[src/sv/deq_pkg.sv]
// Shared types, widths and codes for the double-ended queue core.
package deq_pkg;

   localparam int CAPACITY = 1024;
   localparam int POS_W = $clog2(CAPACITY);
   localparam int CNT_W = $clog2(CAPACITY + 1);
   localparam int INDEX_W = 10;
   localparam int COUNT_PORT_W = 11;
   localparam int CMP_W = (CNT_W > INDEX_W) ? CNT_W : INDEX_W;

   typedef logic signed [63:0] elem_type;

   typedef enum logic [2:0] {
      ACT_PUSH_BACK  = 3'd0,
      ACT_PUSH_FRONT = 3'd1,
      ACT_POP_BACK   = 3'd2,
      ACT_POP_FRONT  = 3'd3,
      ACT_READ       = 3'd4
   } action_type;

   typedef enum logic [1:0] {
      STS_OK    = 2'd0,
      STS_EMPTY = 2'd1,
      STS_FULL  = 2'd2,
      STS_RANGE = 2'd3
   } status_type;

   typedef enum logic [1:0] {
      EOP_HOLD,
      EOP_SHIFT_UP,
      EOP_SHIFT_DOWN,
      EOP_WRITE
   } elem_op_type;

   typedef struct packed {
      elem_op_type           elem_op;
      logic [POS_W-1:0]      wr_pos;
      elem_type              value;
      logic                  shuttle_load;
   } ctl_type;

endpackage

[src/sv/deq_cell.sv]
// One storage cell of the queue chain: an element register and a read shuttle register.
module deq_cell (
   input  logic                          clock,
   input  deq_pkg::ctl_type              ctl,
   input  logic [deq_pkg::POS_W-1:0]     my_pos,
   input  deq_pkg::elem_type             left_elem,
   input  deq_pkg::elem_type             right_elem,
   input  deq_pkg::elem_type             right_shuttle,
   output deq_pkg::elem_type             elem,
   output deq_pkg::elem_type             shuttle
);
   import deq_pkg::*;

   elem_type elem_ff;
   elem_type elem_in;
   elem_type shuttle_ff;
   elem_type shuttle_in;

   always_comb begin
      case (ctl.elem_op)
         EOP_HOLD:       elem_in = elem_ff;
         EOP_SHIFT_UP:   elem_in = left_elem;
         EOP_SHIFT_DOWN: elem_in = right_elem;
         EOP_WRITE:      elem_in = (my_pos == ctl.wr_pos) ? ctl.value : elem_ff;
         default:        elem_in = elem_ff;
      endcase
   end

   assign shuttle_in = ctl.shuttle_load ? elem_ff : right_shuttle;

   always_ff @(posedge clock) begin
      elem_ff <= elem_in;
      shuttle_ff <= shuttle_in;
   end

   assign elem = elem_ff;
   assign shuttle = shuttle_ff;

endmodule

[config.mk]
export PLATFORM = sky130hd
export DESIGN_NAME = deq_cell
export DESIGN_NICKNAME = d
export VERILOG_FILES = /design/src/sv/deq_pkg.sv /design/src/sv/deq_cell.sv
export SDC_FILE = /design/constraint.sdc
export NUM_CORES = 1
export LEC_CHECK = 0
export BUFFER_PORTS_ARGS = -buffer_cell sky130_fd_sc_hd__buf_4
export CORE_AREA = 2 2 158 160
export DETAILED_ROUTE_END_ITERATION = 16
export DIE_AREA = 0 0 160 162
export GPL_TIMING_DRIVEN = 0
export SLEW_MARGIN = 20
export SYNTH_ARGS = -nofsm -noshare
export SYNTH_HDL_FRONTEND = slang
export SYNTH_SLANG_ARGS = --single-unit
export TNS_END_PERCENT = 10
[constraint.sdc]
create_clock -name clock -period 7.1 [get_ports clock]
set_clock_uncertainty 0.15 [all_clocks]
set_input_delay 1.065 -clock clock [delete_from_list [all_inputs] [get_ports clock]]
set_output_delay 1.065 -clock clock [all_outputs]
set_load 0.1 [all_outputs]
## Word level (Yosys, flattened, before mapping)

Index checks and enable logic that the tools add are counted.

- Flip-flop bits (word level): 128
- Bits of input ports: 280

- Eq/ne operators: 5
- Muxes and demuxes: 3
- Bitwise logic cells: 1
- Reductions and logical operators: 2

Operators by type and width:

| operator | count |
|---|---|
| 64-bit one-hot mux with 3 select lines | 1 |
| 64-bit two-way mux | 2 |
| 10-bit equality test | 1 |
| 2-bit equality test, second input constant | 2 |
| 2-bit by 1-bit equality test with 1-bit output, second input constant | 1 |
| 2-bit zero test | 1 |
| 2-bit inequality test, second input constant | 1 |
| 2-bit AND reduction | 1 |
| 1-bit NOT | 1 |

## Logic depth before layout (Yosys ltp)

Gate-level depths: netlist (run 1).

- Depth in word-level cells: 3
- Gate-level depth with buffers: 4
- Depth with buffers taken out: 3

## Worst setup path after synthesis (run 1)

OpenSTA, ideal clock, no wires.

- Path type: input port to flip-flop
- From: input port ctl[76] (netlist bit)
- To: register elem_ff[0], in the netlist elem[0], enable pin
- Library setup time: 0.581 ns
- Data arrival time: 6.108 ns
- Required time: 6.369 ns
- Setup slack: 0.261 ns
- Stages on the path: 3
- Buffers on the path: 1
- Cells stage by stage: buf_2 > nand4_1 > o31ai_1

- Word-level cells in the longest chain between the ends: 3
- Elaborated cells on any way between the ends: 5

Ends and longest elaborated chain:

| element | line | RTL |
|---|---|---|
| start, declared | deq_cell.sv:4 | `input deq_pkg::ctl_type ctl,` |
| 2-bit equality test or 2-bit zero test (tied branches) | deq_cell.sv:20 | `case (ctl.elem_op)` |
| 2-bit inequality test (no line) or 1-bit NOT (tied branches) | -- |  |
| 2-bit AND reduction (no line) * | -- |  |
| end signal, assigned | deq_cell.sv:32 | `elem_ff <= elem_in;` |
| end, declared | deq_cell.sv:14 | `elem_type elem_ff;` |

Mark *: on every way between the ends. The rest lies on a longest branch, timed or not.
A chain may end at the register's enable or synchronous reset.

## Final worst setup path (run 1)

- From: input port ctl[67] (netlist bit)
- To: register elem_ff[25], in the netlist elem[25], enable pin

- Word-level cells in the longest chain between the ends: 3

Ends and longest elaborated chain:

| element | line | RTL |
|---|---|---|
| 10-bit equality test | deq_cell.sv:24 | `EOP_WRITE: elem_in = (my_pos == ctl.wr_pos) ? ctl.value : elem_ff;` |
| 2-bit inequality test (no line) | -- |  |
| 2-bit AND reduction (no line) | -- |  |

Every way passes these cells.

==> results of run 1 <==
==> worst min path at each step <==
| stage | startpoint | depth (start not counted) | slack [ps] | end |
|---|---|---|---|---|
| after floorplan | elem[0] | 1 | 1030 | shuttle[0] |
| after global placement | elem[28] | 1 | 320 | shuttle[28] |
| after detailed placement | elem[12] | 1 | 320 | shuttle[12] |
| after CTS | elem[36] | 1 | 340 | shuttle[36] |
| after global routing | elem[43] | 1 | 350 | shuttle[43] |
| final | elem[43] | 1 | 330 | shuttle[43] |
==> logic make-up after synthesis <==
family | Yosys count | share of synthesized area (%)
multiplexers | 128 | 24.86
buffers and inverters | 28 | 4.182
AND/OR/NAND/NOR | 67 | 4.707
XOR/XNOR | 11 | 1.760
flip-flops | 128 | 58.50
AO/OA/AOI/OAI | 65 | 5.987
==> Yosys cell counts, drive strengths merged <==
cell type | count | share of area (%)
a21oi | 64 | 5.9
dfxtp | 64 | 23
edfxtp | 64 | 35
mux2 | 64 | 13
mux2i | 64 | 12
nor2 | 64 | 4.4
buf | 23 | 3.8
xnor2 | 11 | 1.8
clkbuf | 5 | 0.34
nand4 | 2 | 0.23
nand3 | 1 | 0.091
o31ai | 1 | 0.14
==> final cells by class <==
cell class	instances	area (um^2)	share of cell area, %
Tap cell	324	405.4	4.237
Clock inverter	13	127.6	1.334
Multi-Input combinational cell	271	2057	21.50
Buffer	28	229.0	2.393
Timing Repair Buffer	409	3093	32.33
Sequential cell	128	3203	33.48
Clock buffer	19	452.9	4.734
==> cell usage in the layout (no fill, tap or decap) <==
master / Yosys / routed
buf_4: 1 / 405
mux2i_1: 64 / 64
nor2_1: 64 / 64
a21oi_1: 64 / 64
mux2_1: 64 / 64
edfxtp_1: 64 / 64
dfxtp_1: 64 / 64
clkbuf_16: 0 / 17
buf_6: 7 / 11
xnor2_1: 11 / 11
buf_2: 9 / 9
buf_8: 5 / 6
clkbuf_1: 5 / 5
inv_6: 0 / 5
clkinv_4: 0 / 3
clkinvlp_4: 0 / 3
nand4_1: 2 / 2
clkbuf_8: 0 / 2
buf_1: 1 / 1
nand3_1: 1 / 1
o31ai_4: 0 / 1
clkinv_2: 0 / 1
bufinv_16: 0 / 1
==> sequential cells by signal, indices dropped and copies added (netlist names) <==
signal	count
elem	64
shuttle	64
==> metrics by stage <==
stage	utilization, %	setup slack (ps)	hold WS [ps]
after global placement	36.98	-3128	319.1
after detailed placement	37.28	3835	321.3
after CTS	39.69	4274	338.5
after global routing	39.69	4199	352.3
after floorplan	-	261.2	1027
final	39.69	4324	333.9
==> power groups by stage <==
| stage | logic [W] | registers (W) | clock network (W) |
|---|---|---|---|
| 2_1_floorplan | 0.000125 | 0.00170 | 0 |
| 6_report | 0.00120 | 0.000939 | 0.000875 |
| 3_3_place_gp | 0.00120 | 0.000962 | 0 |
| 5_1_grt | 0.00124 | 0.000950 | 0.000931 |
| 3_5_place_dp | 0.00121 | 0.000955 | 0 |
| 4_1_cts | 0.00121 | 0.000940 | 0.000900 |
==> metal layers <==
metal	routed length, um	vias to the layer above	track usage (%)	share of wire (%)
met2	10840	229	27.92	51
li1	-	2397	-	-
met3	1339	19	3.856	6.3
met1	8664	2287	18.92	41
met4	363	0	4.668	1.7
met5	0	-	0	0
==> flow_summary_export.csv, run 1 <==
group,metric,value,unit
worst_setup_path,critPathCaptureType,"register",
flow_run,max_cap_violations,0,
grt,grt_pass1_wl,30530,um
placement,placed_area,8987,um^2
worst_setup_path,crit_end,"elem[25]",
worst_setup_path,required,7060,ps
grt,grt_antenna_before_repair,0,
clocking,post_cts_buffers,0,
sta,setup-tns-final,0,ps
clocking,root_buffer,"clkbuf_16",
power_and_ir_drop,power.share.combinational,39.9,%
clocking,cts_resized,0,
route,postRouteAntennaNets,0,
worst_setup_path,crit_type,"in -> reg",
floorplan,core,24110,um^2
layout,final_cell_count_no_fill,1192,
placement,hpwl,16860,um
worst_setup_path,critPathSlowestCell,"o31ai_4",
synth,syn_nets,707,
clocking,cts_tree,"yes",
worst_setup_path,regToRegSetupSlack,6010,ps
floorplan,ios,408,
synth,synth_warnings,0,
worst_setup_path,critPathMaxFanout,13,
power_and_ir_drop,switching_share,43.78,%
hold_path,worstHoldPathType,"reg -> reg",
clocking,htree_num_levels,4,
floorplan,die_area,25920,um^2
sta,finalSetupViolations,0,
route,drc,0,
worst_setup_path,cp.arrival,2730,ps
power_and_ir_drop,power.density,315.5,nW/um^2
route,viasPerCell,4.138,
route,drt_first_pass_iters,5,
sta,rsz0062_at_grt,"false",
power_and_ir_drop,intPower,0.001697,W
clocking,clk_latency,410,ps
synth,ys_ff_latch,128,
power_and_ir_drop,clock_power_share,29.0,%
worst_setup_path,regToRegStartpoint,"elem[60]",
floorplan,start_util,22.71,%
sta,finalHoldViolCount,0,
worst_setup_path,timing.rr.end,"shuttle[60]",
power_and_ir_drop,p_total,0.003019,W
layout,fillers,2405,
grt,overflow,0,
grt,grt_max_degree,17,
clocking,path_clk_slew,60,ps
placement,portBuffers,404,
worst_setup_path,cpMostUsedCell,"buf_6",
synth,syn_inst,427,
sta,drv_slew,0,
sta,tightestPinTransition,614.9,ps
route,wirelength,21210,um
grt,groute.usage.overall,15.74,%
grt,grt_pass1_vias,5147,
sta,fin_crit,2776,ps
layout,drive_gt1_share,53.46,%
floorplan,row_count,57,
floorplan,die_w,160,um
layout,area.growth.synth_to_final,74.75,%
worst_setup_path,crit_buf_inv,4,
route,drt-wirelength-per-cell,17.79,um
worst_setup_path,worstRegToRegCells,1,
run_status,outcome,"complete, no violations",
placement,dp_cells,1160,
route,vias,4932,
power_and_ir_drop,switchingPower,0.001322,W
clocking,cts_made_buffers,17,
synth,synth_seq_area_share,58.50,%
power_and_ir_drop,leakage,4.422,nW
synth,avgSynthCellArea,12.82,um^2
worst_setup_path,slowest_delay,560,ps
worst_setup_path,cp_top_family,"buffers and inverters",
power_and_ir_drop,vdd_drop_max,117.9,uV
worst_setup_path,path_cells,"buf_4, xnor2_1, nand4_1, o31ai_4, buf_8, buf_6, buf_6",
layout,num_antenna_cells,0,
layout,fin_nets,1135,
clocking,clkSinkCount,128,
worst_setup_path,crit_cells,7,
route,drtIter0Drc,171,
worst_setup_path,startpoint,"ctl[67]",
layout,final_area,9568,um^2
synth,synth_cell_types,16,
placement,routabilityCongestion,0.8171,
sta,timing.final.crit_share,39.10,%
clocking,clockBufferDepth,2,
power_and_ir_drop,sequentialPowerShare,31.1,%
clocking,postCtsHoldBufs,0,
sta,max_freq,0.3602,GHz
sta,slew_headroom,59.01,%
worst_setup_path,start_kind,"input port",
floorplan,die_h,162,um
synth,netlist_area,5475,um^2
Note: power is estimated with default switching activity, not from simulation.
==> run 2: changes to the inputs <==
==> constraint.sdc (replaced) <==
create_clock -name clock -period 2.8 [get_ports clock]
set_clock_uncertainty 0.15 [all_clocks]
set_input_delay 0.42 -clock clock [delete_from_list [all_inputs] [get_ports clock]]
set_output_delay 0.42 -clock clock [all_outputs]
set_load 0.1 [all_outputs]
==> flow_summary_export.csv, run 2 (synthesis gave the netlist of run 1 again) <==
group,metric,value,unit
sta,setup-tns-final,0,ps
placement,dp_cells,1160,
power_and_ir_drop,vdd_drop_max,343.4,uV
floorplan,die_h,162,um
worst_setup_path,cpMostUsedCell,"buf_6",
sta,fin_hold_ws,63.27,ps
clocking,cts_resized,0,
worst_setup_path,required,2760,ps
hold_path,worstHoldPathType,"in -> reg",
sta,finalHoldViolCount,0,
sta,rsz0062_at_grt,"false",
route,vias,4930,
grt,grt_antenna_before_repair,0,
clocking,clk_latency,410,ps
worst_setup_path,cp.arrival,2050,ps
placement,pre_cts_ws,252.6,ps
sta,setup_ws,713.0,ps
placement,routabilityCongestion,0.8295,
power_and_ir_drop,power.density,804.0,nW/um^2
sta,timing.final.crit_share,74.53,%
clocking,post_cts_buffers,0,
route,drt_first_pass_iters,6,
route,wirelength,21370,um
floorplan,row_count,57,
clocking,postCtsHoldBufs,0,
clocking,cts_tree,"yes",
floorplan,ios,408,
floorplan,die_w,160,um
grt,grt_pass1_vias,5214,
route,drt-wirelength-per-cell,17.93,um
worst_setup_path,slowest_delay,540,ps
sta,drv_slew,0,
route,drtIter0Drc,274,
floorplan,die_area,25920,um^2
worst_setup_path,critPathSlowestCell,"o31ai_4",
clocking,clockBufferDepth,2,
floorplan,core,24110,um^2
placement,placed_area,9010,um^2
clocking,clkSinkCount,128,
grt,grt_pass1_wl,30580,um
layout,area.growth.synth_to_final,75.69,%
sta,finalSetupViolations,0,
clocking,cts_made_buffers,17,
flow_run,max_cap_violations,0,
layout,final_common_cell,"buf_4",
sta,slew_headroom,63.76,%
layout,final_cell_count_no_fill,1192,
sta,tightestPinTransition,543.6,ps
grt,groute.usage.overall,15.92,%
route,postRouteAntennaNets,0,
layout,final_area,9619,um^2
clocking,htree_num_levels,4,
grt,overflow,0,
worst_setup_path,start_kind,"input port",
run_status,outcome,"complete, no violations",
power_and_ir_drop,leakage,4.453,nW
layout,drive_gt1_share,53.69,%
placement,hpwl,17080,um
clocking,path_clk_slew,60,ps
clocking,root_buffer,"clkbuf_16",
worst_setup_path,critPathMaxFanout,13,
worst_setup_path,path_cells,"buf_4, xnor2_2, nand4_1, o31ai_4, buf_6, buf_6, buf_8",
layout,fin_nets,1135,
worst_setup_path,crit_type,"in -> reg",
floorplan,start_util,22.71,%
layout,fillers,2426,
layout,num_antenna_cells,0,
worst_setup_path,critPathCaptureType,"register",
sta,max_freq,0.4792,GHz
route,drc,0,
placement,portBuffers,404,
sta,fin_crit,2087,ps
grt,grt_max_degree,17,
route,viasPerCell,4.136,
run 2: changes by cell type in the layout (fill, tap and decap cells not counted), sizes merged:
cell	change
clkbuf	+2
inv	-3
bufinv	+1
run 2: critical path, delay by kind of cell:
kind,cells,cell delay (ps)
xor+xnor,1,160
compound gates,1,540
simple gates,1,170
buf+inv,4,740
run 2: where the power goes:
part           leakage, nW  internal, W  total, W  switching [W]
logic                 2.99     0.000755   0.00307        0.00231
registers             1.17      0.00226   0.00237       0.000111
clock network        0.291      0.00142   0.00229       0.000874
run 2: per-stage QoR:
step	power (W)	util, %
4_1_cts	0.007832	39.90
5_1_grt	0.008005	39.90
2_1_floorplan	0.004613	-
3_3_place_gp	0.005477	37.13
3_5_place_dp	0.005503	37.38
6_report	0.007734	39.90
run 2: path summary, 6_finish.rpt:
path	start	end	slack (ps)	cells past startpoint
hold / removal	right_shuttle[33]	shuttle[33]	60	2
setup reg to reg	elem[2]	shuttle[2]	1750	1
setup / recovery	ctl[65]	elem[23]	710	7
hold reg to reg	elem[46]	shuttle[46]	330	1
run 2: cell type report:
class                      instances  area (um^2)  area share, %
multi-input combinational        271         2079          21.62
tap                              324        405.4          4.214
clock inverter                    11        127.6          1.327
timing repair buffer             409         3093          32.15
clock buffer                      21        481.7          5.008
sequential                       128         3203          33.30
buffer                            28        229.0          2.380
run 2: metal layers:
metal  share of wire (%)  GRT usage [%]
met2                  52          29.32
met4                 1.5          4.791
met5                   0              0
met3                 7.3          4.545
met1                  39          17.84
