**config.mk**
```make
export PLATFORM = sky130hd
export DESIGN_NAME = deq_ctrl
export DESIGN_NICKNAME = d
export VERILOG_FILES = /design/src/sv/deq_pkg.sv /design/src/sv/deq_ctrl.sv
export SDC_FILE = /design/constraint.sdc
export NUM_CORES = 1
export LEC_CHECK = 0
export ABC_AREA = 0
export BUFFER_PORTS_ARGS = -buffer_cell sky130_fd_sc_hd__buf_2
export CAP_MARGIN = 20
export CORE_AREA = 2 2 141 143
export DETAILED_ROUTE_END_ITERATION = 6
export DIE_AREA = 0 0 143 145
export HOLD_SLACK_MARGIN = 0.15
export SLEW_MARGIN = 10
export SYNTH_ARGS = -nofsm -noshare
export SYNTH_HDL_FRONTEND = slang
export SYNTH_SLANG_ARGS = --single-unit
```
**constraint.sdc**
```tcl
create_clock -name clock -period 3.5 [get_ports clock]
set_input_delay 0.35 -clock clock [delete_from_list [all_inputs] [get_ports clock]]
set_output_delay 0.35 -clock clock [all_outputs]
set_load 0.01 [all_outputs]
```
**src/sv/deq_pkg.sv**
```systemverilog
// Shared types, widths and codes for the double-ended queue core.
package deq_pkg;

   localparam int CAPACITY = 1024;
   localparam int POS_W = $clog2(CAPACITY);
   localparam int CNT_W = $clog2(CAPACITY + 1);
   localparam int INDEX_W = 10;
   localparam int COUNT_PORT_W = 11;
   localparam int CMP_W = (CNT_W > INDEX_W) ? CNT_W : INDEX_W;

   typedef logic signed [63:0] elem_type;

   typedef enum logic [2:0] {
      ACT_PUSH_BACK  = 3'd0,
      ACT_PUSH_FRONT = 3'd1,
      ACT_POP_BACK   = 3'd2,
      ACT_POP_FRONT  = 3'd3,
      ACT_READ       = 3'd4
   } action_type;

   typedef enum logic [1:0] {
      STS_OK    = 2'd0,
      STS_EMPTY = 2'd1,
      STS_FULL  = 2'd2,
      STS_RANGE = 2'd3
   } status_type;

   typedef enum logic [1:0] {
      EOP_HOLD,
      EOP_SHIFT_UP,
      EOP_SHIFT_DOWN,
      EOP_WRITE
   } elem_op_type;

   typedef struct packed {
      elem_op_type           elem_op;
      logic [POS_W-1:0]      wr_pos;
      elem_type              value;
      logic                  shuttle_load;
   } ctl_type;

endpackage

```
**src/sv/deq_ctrl.sv**
```systemverilog
// Request decoder, element counter and response sequencer for the queue chain.
module deq_ctrl (
   input  logic                                 clock,
   input  logic                                 reset,
   input  logic                                 start,
   output logic                                 busy,
   input  logic [2:0]                           req_action,
   input  deq_pkg::elem_type                    req_value,
   input  logic [deq_pkg::INDEX_W-1:0]          req_index,
   input  deq_pkg::elem_type                    front_elem,
   input  deq_pkg::elem_type                    front_shuttle,
   output deq_pkg::ctl_type                     ctl,
   output logic                                 rsp_strobe,
   output deq_pkg::elem_type                    rsp_data,
   output logic [1:0]                           rsp_status,
   output logic [deq_pkg::COUNT_PORT_W-1:0]     rsp_count
);
   import deq_pkg::*;

   typedef enum logic {
      ST_IDLE,
      ST_SEEK
   } state_type;

   state_type              state_ff, state_in;
   logic [CNT_W-1:0]       count_ff, count_in;
   logic [POS_W-1:0]       remain_ff, remain_in;
   logic                   strobe_ff, strobe_in;
   elem_type               data_ff, data_in;
   status_type             status_ff, status_in;
   logic [CNT_W-1:0]       rcount_ff, rcount_in;

   logic                   accept;
   logic                   full;
   logic                   empty;
   logic                   in_range;

   assign accept = start && (state_ff == ST_IDLE);
   assign full = (count_ff == CNT_W'(CAPACITY));
   assign empty = (count_ff == '0);
   assign in_range = CMP_W'(req_index) < CMP_W'(count_ff);

   always_comb begin
      state_in = state_ff;
      count_in = count_ff;
      remain_in = remain_ff;
      strobe_in = 1'b0;
      data_in = '0;
      status_in = STS_OK;
      rcount_in = count_ff;
      ctl.elem_op = EOP_HOLD;
      ctl.wr_pos = POS_W'(count_ff);
      ctl.value = req_value;
      ctl.shuttle_load = 1'b0;

      unique case (state_ff)
         ST_IDLE: begin
            if (accept) begin
               strobe_in = 1'b1;
               case (req_action)
                  ACT_PUSH_BACK: begin
                     if (full) begin
                        status_in = STS_FULL;
                     end else begin
                        ctl.elem_op = EOP_WRITE;
                        count_in = count_ff + 1'b1;
                        rcount_in = count_ff + 1'b1;
                     end
                  end
                  ACT_PUSH_FRONT: begin
                     if (full) begin
                        status_in = STS_FULL;
                     end else begin
                        ctl.elem_op = EOP_SHIFT_UP;
                        count_in = count_ff + 1'b1;
                        rcount_in = count_ff + 1'b1;
                     end
                  end
                  ACT_POP_BACK: begin
                     if (empty) begin
                        status_in = STS_EMPTY;
                     end else begin
                        strobe_in = 1'b0;
                        ctl.shuttle_load = 1'b1;
                        remain_in = POS_W'(count_ff - 1'b1);
                        count_in = count_ff - 1'b1;
                        state_in = ST_SEEK;
                     end
                  end
                  ACT_POP_FRONT: begin
                     if (empty) begin
                        status_in = STS_EMPTY;
                     end else begin
                        ctl.elem_op = EOP_SHIFT_DOWN;
                        data_in = front_elem;
                        count_in = count_ff - 1'b1;
                        rcount_in = count_ff - 1'b1;
                     end
                  end
                  ACT_READ: begin
                     if (!in_range) begin
                        status_in = STS_RANGE;
                     end else begin
                        strobe_in = 1'b0;
                        ctl.shuttle_load = 1'b1;
                        remain_in = POS_W'(req_index);
                        state_in = ST_SEEK;
                     end
                  end
                  default: begin
                  end
               endcase
            end
         end
         ST_SEEK: begin
            if (remain_ff == '0) begin
               strobe_in = 1'b1;
               data_in = front_shuttle;
               state_in = ST_IDLE;
            end else begin
               remain_in = remain_ff - 1'b1;
            end
         end
         default: begin
            state_in = ST_IDLE;
         end
      endcase
   end

   always_ff @(posedge clock) begin
      if (reset) begin
         state_ff <= ST_IDLE;
         count_ff <= '0;
         strobe_ff <= 1'b0;
      end else begin
         state_ff <= state_in;
         count_ff <= count_in;
         strobe_ff <= strobe_in;
      end
      remain_ff <= remain_in;
      data_ff <= data_in;
      status_ff <= status_in;
      rcount_ff <= rcount_in;
   end

   assign busy = (state_ff != ST_IDLE);
   assign rsp_strobe = strobe_ff;
   assign rsp_data = data_ff;
   assign rsp_status = status_ff;
   assign rsp_count = COUNT_PORT_W'(rcount_ff);

endmodule

```
# Word-level counts from Yosys, hierarchy flattened
# Cells that the tools add are included.
# word_totals
reg_bits,100
latchBits,0
mem_bits_rw,0
romBits,0
in_bits,208
output_inout_bits,156
elab_cells,73
mem_count,0
# classes
n_addsub,3
multipliers,0
n_div,0
magnitude_cmp,1
eq_ne,10
shifts,0
n_mux,40
bitwise_logic,2
n_reduce_logical,10
# ops
cell,count
64-bit 2-to-1 mux,4
64-bit one-hot mux with 2 select lines,1
11-bit 2-to-1 mux,4
11-bit one-hot mux with 2 select lines,2
10-bit 2-to-1 mux,4
10-bit one-hot mux with 2 select lines,2
2-bit 2-to-1 mux,6
2-bit one-hot mux with 3 select lines,2
"11-bit by 1-bit adder with 11-bit output, second input constant",1
"11-bit == test, second input constant",1
11-bit logical NOT,1
10-bit by 11-bit less-than comparator with 1-bit output,1
1-bit 2-to-1 mux,11
"11-bit by 1-bit subtractor with 11-bit output, second input constant",1
10-bit logical NOT,1
"10-bit by 1-bit subtractor with 10-bit output, second input constant",1
1-bit one-hot mux with 2 select lines,4
"3-bit by 2-bit == test with 1-bit output, second input constant",2
"3-bit != test, second input constant",2
2-bit OR reduction,3
5-bit AND reduction,1
"2-bit != test, second input constant",2
"3-bit by 1-bit == test with 1-bit output, second input constant",1
"3-bit == test, second input constant",1
6 further kinds,7

# Logic depth before layout (Yosys ltp)
# Gate-level depths: netlist (run 1).
# depth
ltp_word,5
depth_mapped,10
depth_no_buf,7

# Least setup slack after synthesis (run 1)
# Ideal clock, no wire load.
# synth_path
path_type,reg2reg
startpoint,reg count_ff[2]
endpoint,"reg remain_ff[0], enable pin"
setup_ns,0.415
arrival_ns,2.772
t_required_ns,3.085
slack_ns,0.313
path_stages_with_launch,9
path_buffers,1
period_less_slack_ns,3.187
path_cell_list,dfxtp_1 clkbuf_1 inv_1 ha_1 a21oi_1 o21ai_0 a21oi_1 o21bai_1 o311ai_0
# synth_between
elab_chain_cells,3
word_cells_on_any_way,5
cone_classes,order compare (1); eq/ne (2); reduce/logical (2)
# synth_lines
item,line_no,source
start: declaration,deq_ctrl.sv:26,"logic [CNT_W-1:0] count_ff, count_in;"
start signal: assignment,deq_ctrl.sv:137,count_ff <= count_in;
10-bit by 11-bit less-than comparator with 1-bit output or 11-bit logical NOT (tied branches),"deq_ctrl.sv:41, deq_ctrl.sv:40",
3-bit != test (no source line),-,
5-bit AND reduction (no source line) *,-,
end signal: assignment,deq_ctrl.sv:140,remain_ff <= remain_in;
end: declaration,deq_ctrl.sv:27,"logic [POS_W-1:0] remain_ff, remain_in;"
# Mark *: on every way between the ends. The rest lies on a longest branch, timed or not.
# A chain may end at the register's enable or synchronous reset.

==> impl_metrics.tcl, run 1 <==
set metrics [dict create \
    slew_headroom_pct 46.3 \
    status "completed" \
    grt_use_total_pct 17.8 \
    ant_nets 0 \
    worstMarginPinSlew_ns 0.802 \
    crit_type "reg2out" \
    die_area_um2 20700 \
    insertion_delay_ns 0.35 \
    async_flop_share_pct 0 \
    hold_class "in2reg" \
    combinationalPowerShare_pct 18.0 \
    gp_routability_congestion 0.897 \
    drc 0 \
    skew_ns 0.0141 \
    cts_hold_buf 0 \
    antenna_found_initial 2 \
    io_pins 364 \
    start_util_pct 26.6 \
    core_um2 19200 \
    post_cts_resize_count 0 \
    p_int_w 0.00196 \
    hold_viol 0 \
    clock_path_buffers 2 \
    slowest_delay_ns 0.65 \
    grt_first_pass_wirelength_um 27600 \
    layout-drive-gt1-share_pct 38.7 \
    final.period_utilization_pct 83.8 \
    post_cts.repair.setup_buffers 0 \
    yosys.area.top_type_share_pct 35.3 \
    maxSlewViolCount 0 \
    r2r-start "count_ff[3]$_SDFFE_PP0P_" \
    required_ns 3.15 \
    h-tree-depth 3 \
    min_from "front_shuttle[46]" \
    cts_tree "yes" \
    p_leak_nw 2.94 \
    placed_area_um2 6000 \
    drtIter0Drc 359 \
    pwr-share-seq_pct 44.9 \
    root_buffer "clkbuf_16" \
    yosys-top-cells-area "dfxtp_1 (35%), a22o_1 (11%), buf_4 (11%)" \
    postSynthAreaPerCell_um2 9.29 \
    dr_wl_met2_um 10100 \
    fp.dieW_um 143 \
    critPathSlowestCell "or4_1" \
    power_density_nw_per_um2 438 \
    register_area_um2 2100 \
    regToRegSetupSlack_ns 0.73 \
    synth_nets 769 \
    wl_per_cell_um 20.3 \
    dr_total_vias 4699 \
    port_buffers 235 \
    drt_first_pass_iters 5 \
    ys_seq_area_share_pct 41.2 \
    cpMostUsedCell "nor2_1" \
    rsz0062_at_grt "false" \
    synth_edf_count 10 \
    cp-startpoint "count_ff[3]$_SDFFE_PP0P_" \
    fillers 2009 \
    met3_length_um 1910 \
    areaGrowthSynthToFinish_pct 23.9 \
    vdd_drop_max_v 0.000203 \
    p_clk_share_pct 37.1 \
    path_clk_slew_ns 0.08 \
    synth.cell_area_um2 5100 \
    cts_buffers 9 \
    worst_setup_path_start_kind "register" \
    setup_violations 0 \
    grt_overflow 0 \
    netlist_instances 549 \
    nets 918 \
    path_cells "or4_1, nor4_4, nor2_1, a31oi_1, nor2_1, buf_2" \
    route.layer.met1.wl_um 7140 \
    dp_hpwl_um 15400 \
    crit_fanout 12 \
    finalCriticalPeriod_ns 2.93 \
    highest_layer "met5" \
    multi_input_area_um2 2250 \
    std_cell_rows 51 \
    worst_setup_path_end_kind "output port" \
    cp.arrival_ns 2.58 \
    synth-seq-cells 100 \
    max_freq_ghz 0.341 \
    timing.setup.tns_ns 0 \
    design_area_um2 6320 \
    yosysWarnings 0 \
    synth_top_area_cell "dfxtp_1" \
    vias_per_cell 4.85 \
    cts_sinks 100 \
    cap_violations 0 \
    routed_wl_um 19700 \
    synth_ff_type "dfxtp_1" \
    die_h_um 145 \
    grt_pass1_vias 4374 \
    yosysUniqueCellTypes 61 \
    grt_max_degree 66 \
    power.switching_w 0.000807 \
    switching_share_pct 29.2 \
]
==> power by group through the flow <==
| stage | Clock [W] | Sequential, W | Combinational [W] |
|---|---|---|---|
| finish | 0.00103 | 0.00124 | 0.000498 |
| global route | 0.00110 | 0.00125 | 0.000544 |
| CTS | 0.00106 | 0.00124 | 0.000496 |
| detailed placement | 0 | 0.00127 | 0.000493 |
| global placement | 0 | 0.00127 | 0.000492 |
| floorplan | 0 | 0.00127 | 0.000354 |
==> registers in the layout (all words and copies together), names as in the netlist <==
signal	count
busy	1
count_ff	11
remain_ff	10
rsp_count	11
rsp_data	64
rsp_status	2
rsp_strobe	1
==> cell usage in the layout, fill, tap and decap left out, types with 12 or more instances in the layout <==
master,n
inv_1,18
a21oi_1,25
o21ai_0,27
a22o_1,65
dfxtp_1,90
buf_2,235
xnor2_1,17
nor2_1,39
ha_1,12
nand2_1,25
==> cell type report <==
type | count | area share [%]
well taps | 265 | 5.25
multi-input cells | 325 | 35.6
flip-flops and latches | 100 | 33.3
diodes | 1 | 0.0396
inverters | 18 | 1.07
repair buffers | 244 | 20.0
clock inverters | 6 | 0.871
clock buffers | 10 | 3.96
==> synthesized netlist by cell type (all sizes together) (4+ instances only) <==
cell type   n
a211oi     10
a21oi      25
a22o       65
and3        8
buf        88
clkbuf     18
dfxtp      90
edfxtp     10
ha         12
inv        18
nand2      25
nand2b      4
nand3       8
nand4       6
nor2       39
nor3       12
nor4        6
o21ai      27
o2bb2ai     5
xnor2      17
xor2        6
==> worst paths after layout <==
| path | endpoint | cells past startpoint |
|---|---|---|
| max | ctl[76] | 6 |
| min reg2reg | rsp_count[8]$_DFF_P_ | 1 |
| max reg2reg | rsp_count[9]$_DFF_P_ | 7 |
| min | rsp_data[46]$_DFF_P_ | 2 |
==> critical path: cells and delay by family, from the launching register on <==
kind                   cells  cell delay (ns)
AO/OA/AOI/OAI              1             0.18
buffers and inverters      1             0.16
flip-flops                 1             0.46
AND/OR/NAND/NOR            4             1.43
==> metrics by stage <==
step	power, W	hold WS, ns	utilization [%]	std cells	worst slack, ns
after floorplan	0.00163	0.475	-	549	0.313
after global placement	0.00176	0.542	31.2	951	0.605
after detailed placement	0.00176	0.561	31.2	951	0.494
after CTS	0.00280	0.190	32.8	967	0.455
after global routing	0.00289	0.195	32.9	969	0.411
final	0.00277	0.208	32.9	969	0.566
==> routing by layer <==
| metal | up-vias | GRT usage, % |
|---|---|---|
| met5 | - | 0 |
| met4 | 2 | 7.43 |
| met3 | 53 | 4.75 |
| met2 | 264 | 32.2 |
| met1 | 2168 | 19.5 |
| li1 | 2212 | - |
==> kinds of logic after synthesis <==
kind of cell,Yosys count,share of synthesized area (%)
AOI/OAI and AO/OA,162,23.5
adders and majority gates,12,2.94
DFF,100,41.2
xor gates and xnor gates,23,3.95
and+or+nand+nor,126,13.1
buffers and inverters,124,14.9
muxes,2,0.393
No activity file was read; power rests on OpenSTA's default activity.
==> run 2: changes to the inputs <==
--- a/config.mk
+++ b/config.mk
@@ -5,7 +5,7 @@
 export SDC_FILE = /design/constraint.sdc
 export NUM_CORES = 1
 export LEC_CHECK = 0
-export ABC_AREA = 0
+export ABC_AREA = 1
 export BUFFER_PORTS_ARGS = -buffer_cell sky130_fd_sc_hd__buf_2
 export CAP_MARGIN = 20
 export CORE_AREA = 2 2 141 143
==> constraint.sdc (replaced) <==
create_clock -name clock -period 2.49 [get_ports clock]
set_input_delay 0.249 -clock clock [delete_from_list [all_inputs] [get_ports clock]]
set_output_delay 0.249 -clock clock [all_outputs]
set_load 0.01 [all_outputs]
==> impl_metrics.tcl, run 2 <==
set metrics [dict create \
    synth_edf_count 10 \
    yosys-top-cells-area "dfxtp_1 (31%), buf_4 (9.8%), nand2_1 (8.7%)" \
    die_h_um 145 \
    wl_per_cell_um 15.7 \
    synthTopCellsByCount "nand2_1 (135), inv_1 (109), dfxtp_1 (90)" \
    p_int_w 0.00290 \
    crit_type "reg2reg" \
    vdd_drop_max_v 0.000240 \
    h-tree-depth 3 \
    cap_violations 0 \
    grt_first_pass_wirelength_um 31100 \
    power.switching_w 0.00127 \
    final.period_utilization_pct 93.3 \
    power_density_nw_per_um2 501 \
    grt_pass1_vias 5844 \
    worst_setup_path_start_kind "register" \
    io_pins 364 \
    setup_violations 0 \
    final_cell_mix "buf_2 (235), nand2_1 (135), dlygate4sd3_1 (122), inv_1 (109), dfxtp_1 (87)" \
    ant_nets 0 \
    worst_slack_ns 0.167 \
    async_flop_share_pct 0 \
    maxSlewViolCount 0 \
    crit_fanout 19 \
    multi_input_area_um2 2490 \
    layout-drive-gt1-share_pct 37.0 \
    preCtsSetupSlack_ns 0.259 \
    combinationalPowerShare_pct 23.4 \
    drtIter0Drc 375 \
    synth_nets 977 \
    synth_ff_type "dfxtp_1" \
    design_area_um2 8320 \
    postSynthAreaPerCell_um2 7.68 \
    p_clk_share_pct 34.7 \
    netlist_instances 757 \
    timing.setup.tns_ns 0 \
    ys_seq_area_share_pct 36.1 \
    synthMostInstantiatedCell "nand2_1" \
    utilization_pct 43.3 \
    dp_cells 1177 \
    nets 1269 \
    p_leak_nw 4.26 \
    cts_sinks 100 \
    switching_share_pct 30.5 \
    die_area_um2 20700 \
    std_cell_rows 51 \
    layoutNonFillerInstCount 1320 \
    fillers 1858 \
    start_util_pct 30.3 \
    yosysUniqueCellTypes 38 \
    worstMarginPinSlew_ns 0.569 \
    fp.dieW_um 143 \
    gp_routability_congestion 0.899 \
    clock_path_buffers 2 \
    yosys.area.top_type_share_pct 31.0 \
    finalCriticalPeriod_ns 2.32 \
    drt_first_pass_iters 4 \
    cts_buffers 9 \
    cp.arrival_ns 2.62 \
    root_buffer "clkbuf_16" \
    worst_setup_path_end_kind "register" \
    cts_tree "yes" \
    grt_overflow 0 \
    hold_viol 0 \
    yosysWarnings 0 \
    rsz0062_at_grt "false" \
    placed_area_um2 6740 \
    pwr-share-seq_pct 41.9 \
    status "completed" \
    grt_max_degree 48 \
    max_freq_ghz 0.430 \
    hold_class "in2reg" \
    antenna_found_initial 2 \
    slew_headroom_pct 62.0 \
    drc 0 \
    vias_per_cell 4.46 \
    largest_reg_flops 64 \
    synth_top_area_cell "dfxtp_1" \
    path_clk_slew_ns 0.08 \
    grt_use_total_pct 19.3 \
    dr_total_vias 5887 \
    synth-seq-cells 100 \
    port_buffers 235 \
    skew_ns 0.00921 \
    synth.cell_area_um2 5820 \
    areaGrowthSynthToFinish_pct 43.0 \
    insertion_delay_ns 0.35 \
    dp_hpwl_um 14200 \
    routed_wl_um 20800 \
    register_area_um2 2110 \
    required_ns 2.78 \
    final_common_cell "buf_2" \
    core_um2 19200 \
]
-- run 2: changes by cell type in the layout (fill, tap and decap cells not counted), sizes merged, moves of 33 or more --
cell / delta
o21ai: +66
nand3: +33
inv: +100
a22o: -65
nand2: +156
dlygate4sd3: +122
-- run 2: final timing paths --
kind,end,cells after the start,slack (ns),from
worst max-delay path,rsp_data[47]$_DFF_P_,11,0.17,count_ff[0]$_SDFFE_PP0P_
worst min-delay path,rsp_data[60]$_DFF_P_,3,0.16,front_shuttle[60]
worst max register to register,rsp_data[47]$_DFF_P_,11,0.17,count_ff[0]$_SDFFE_PP0P_
worst min register to register,count_ff[8]$_SDFFE_PP0P_,2,0.54,count_ff[8]$_SDFFE_PP0P_
-- run 2: timing repair --
item	4_1_cts	5_1_grt
endpoints found under the hold margin	64	0
gates resized for setup	0	6
hold buffers	122	0
setup buffers	0	4
endpoints found under the setup margin	0	9
-- run 2: cells by family after synthesis --
group           count (synthesis)  share of synthesized area (%)
compound gates                130                           14.6
simple gates                  278                           23.2
xor+xnor                       15                           2.26
flops                         100                           36.1
fa+ha+maj                      12                           2.58
buf+inv                       222                           21.3
-- run 2: power by group through the flow --
stage	clock [W]	sequential [W]	combinational [W]
floorplan	0	0.00180	0.000589
global placement	0	0.00178	0.000813
detailed placement	0	0.00178	0.000814
CTS	0.00150	0.00175	0.000963
global route	0.00154	0.00175	0.00108
finish	0.00145	0.00175	0.000974
-- run 2: layer usage --
metal  routed length (um)  global-route usage (%)  vias up
li1                     -                       -     2892
met1                 7990                    21.3     2612
met2                10100                    33.6      277
met3                 1580                    3.56      104
met4                 1090                    12.3        2
met5                    8                       0        -
-- run 2: layout make-up --
cell class / instances / area share [%]
Multi-Input combinational cell: 435 / 30.0
Sequential cell: 100 / 25.4
Clock inverter: 6 / 0.602
Inverter: 120 / 5.42
Tap cell: 265 / 3.99
Clock buffer: 10 / 3.01
Timing Repair Buffer: 383 / 31.6
Antenna cell: 1 / 0.0301
-- run 2: through the flow --
stage	hold slack, ns	power (W)
after global routing	0.167	0.00437
after floorplan	0.352	0.00239
final	0.161	0.00417
after global placement	0.447	0.00259
after CTS	0.152	0.00421
after detailed placement	0.451	0.00260
-- run 2: critical path, cell delays in order (launching register included) --
cell	delay, ns
dfxtp_1	0.34
clkinv_1	0.09
ha_1	0.27
nand2_4	0.16
nor2_8	0.06
nand3_4	0.06
nand2_2	0.07
nor2_4	0.12
buf_4	0.34
nand2_2	0.11
o21ai_2	0.07
dlygate4sd3_1	0.54
==> run 3: changes to the inputs <==
--- a/config.mk
+++ b/config.mk
@@ -6,11 +6,11 @@
 export NUM_CORES = 1
 export LEC_CHECK = 0
 export ABC_AREA = 1
-export BUFFER_PORTS_ARGS = -buffer_cell sky130_fd_sc_hd__buf_2
 export CAP_MARGIN = 20
-export CORE_AREA = 2 2 141 143
+export CORE_AREA = 2 2 142 144
 export DETAILED_ROUTE_END_ITERATION = 6
-export DIE_AREA = 0 0 143 145
+export DIE_AREA = 0 0 144 146
+export DONT_BUFFER_PORTS = 1
 export HOLD_SLACK_MARGIN = 0.15
 export SLEW_MARGIN = 10
 export SYNTH_ARGS = -nofsm -noshare
==> impl_metrics.tcl, run 3 (synthesized netlist as in run 2, its figures left out) <==
set metrics [dict create \
    status "completed" \
    dp_hpwl_um 13500 \
    insertion_delay_ns 0.35 \
    crit_type "reg2out" \
    p_leak_nw 3.20 \
    drc 0 \
    port_buffers 0 \
    p_int_w 0.00277 \
    dr_total_vias 5140 \
    finalCriticalPeriod_ns 2.26 \
    io_pins 364 \
    drt_first_pass_iters 6 \
    rsz0062_at_grt "false" \
    timing.setup.tns_ns 0 \
    gp_routability_congestion 0.932 \
    grt_max_degree 64 \
    vias_per_cell 4.71 \
    grt_use_total_pct 17.7 \
    worstMarginPinSlew_ns 0.906 \
    pwr-share-seq_pct 44.4 \
    die_area_um2 21000 \
    wl_per_cell_um 17.9 \
    fp.dieW_um 144 \
    r2r.worst_path.cells 9 \
    cpMostUsedCell "buf_4" \
    cap_violations 0 \
    cts_tree "yes" \
    clock_path_buffers 2 \
    h-tree-depth 3 \
    p_clk_share_pct 35.3 \
    hold_class "in2reg" \
    power_density_nw_per_um2 558 \
    std_cell_rows 51 \
    grt_first_pass_wirelength_um 28000 \
    worst_setup_path_start_kind "register" \
    grt_pass1_vias 5049 \
    critPathSlowestCell "dfxtp_1" \
    vdd_drop_max_v 0.000237 \
    worstHoldPathCells 2 \
    final.period_utilization_pct 90.6 \
    post_cts.repair.setup_buffers 0 \
    start_util_pct 30.1 \
    placed_area_um2 5560 \
    path_clk_slew_ns 0.08 \
    cts_sinks 100 \
    die_h_um 146 \
    areaGrowthSynthToFinish_pct 23.3 \
    layout-drive-gt1-share_pct 18.2 \
    ant_nets 0 \
    root_buffer "clkbuf_16" \
    design_area_um2 7170 \
    worst_setup_path_end_kind "output port" \
    routed_wl_um 19600 \
    hold_viol 0 \
    crit_fanout 11 \
    skew_ns 0.0119 \
    dp_cells 944 \
    core_um2 19300 \
    switching_share_pct 30.7 \
    final_common_cell "nand2_1" \
    cts_buffers 9 \
    power.switching_w 0.00123 \
    cp.arrival_ns 2.01 \
    slowest_delay_ns 0.31 \
    grt_overflow 0 \
    layoutNonFillerInstCount 1092 \
    required_ns 2.24 \
    combinationalPowerShare_pct 20.3 \
    largest_reg_flops 64 \
    drtIter0Drc 342 \
    setup_violations 0 \
    nets 1041 \
    maxSlewViolCount 0 \
    antenna_found_initial 1 \
    max_freq_ghz 0.443 \
    final_cell_mix "nand2_1 (135), dlygate4sd3_1 (131), inv_1 (109), dfxtp_1 (89), nand2_2 (44)" \
    slew_headroom_pct 39.6 \
    path_cells "inv_1, ha_1, nand2_4, nor2_8, nand3_4, buf_4, nand2_2, a21oi_1, buf_4" \
]
## run 3: repair_timing
action / in CTS / in global routing
resized for setup: 0 / 1
endpoints found under the setup margin: 0 / 1
hold buffers: 131 / 0
endpoints found under the hold margin: 80 / 0
## run 3: power by group through the flow
stage                     combinational [W]  clock [W]  sequential (W)
after floorplan                    0.000589          0         0.00180
after global placement             0.000611          0         0.00181
after detailed placement           0.000614          0         0.00181
after CTS                          0.000798    0.00149         0.00178
after global routing               0.000891    0.00153         0.00178
final                              0.000812    0.00141         0.00178
## run 3: metrics by stage
stage	total power (W)	worst slack, ns	hold slack [ns]	utilization [%]
2_1_floorplan	0.00239	0.341	0.352	-
3_3_place_gp	0.00243	0.348	0.321	28.8
3_5_place_dp	0.00243	0.283	0.325	28.8
4_1_cts	0.00407	0.153	0.159	37.1
5_1_grt	0.00420	0.133	0.176	37.1
6_report	0.00400	0.235	0.142	37.1
## run 3: final timing paths
| kind | start | endpoint | slack [ns] |
|---|---|---|---|
| hold reg to reg | count_ff[4]$_SDFFE_PP0P_ | rsp_count[4]$_DFF_P_ | 0.62 |
| hold / removal | front_shuttle[63] | rsp_data[63]$_DFF_P_ | 0.14 |
| setup / recovery | count_ff[1]$_SDFFE_PP0P_ | ctl[76] | 0.23 |
| setup reg to reg | remain_ff[0]$_DFFE_PP_ | rsp_data[1]$_DFF_P_ | 0.33 |
## run 3: layer usage
metal	GRT usage, %	routed length (um)	vias up
met5	0	0	-
met4	9.95	821	0
met3	5.69	2090	78
met2	30.8	9550	298
met1	18.8	7130	2324
li1	-	-	2440
## run 3: worst max-delay path, delay by kind of cell (launching register included)
kind / cells / cell delay [ns]
AO/OA/AOI/OAI: 1 / 0.09
adder cells (fa/ha/maj): 1 / 0.25
buffers and inverters: 3 / 0.50
flip-flops: 1 / 0.31
AND/OR/NAND/NOR: 4 / 0.51
## run 3: area by class of cell
class | instances | area (um^2)
antenna | 1 | 2.50
clock buffer | 10 | 239
clock inverter | 6 | 56.3
fill | 1910 | 12200
inverter | 120 | 450
multi-input combinational | 435 | 2490
sequential | 100 | 2100
tap | 265 | 332
timing repair buffer | 155 | 1500
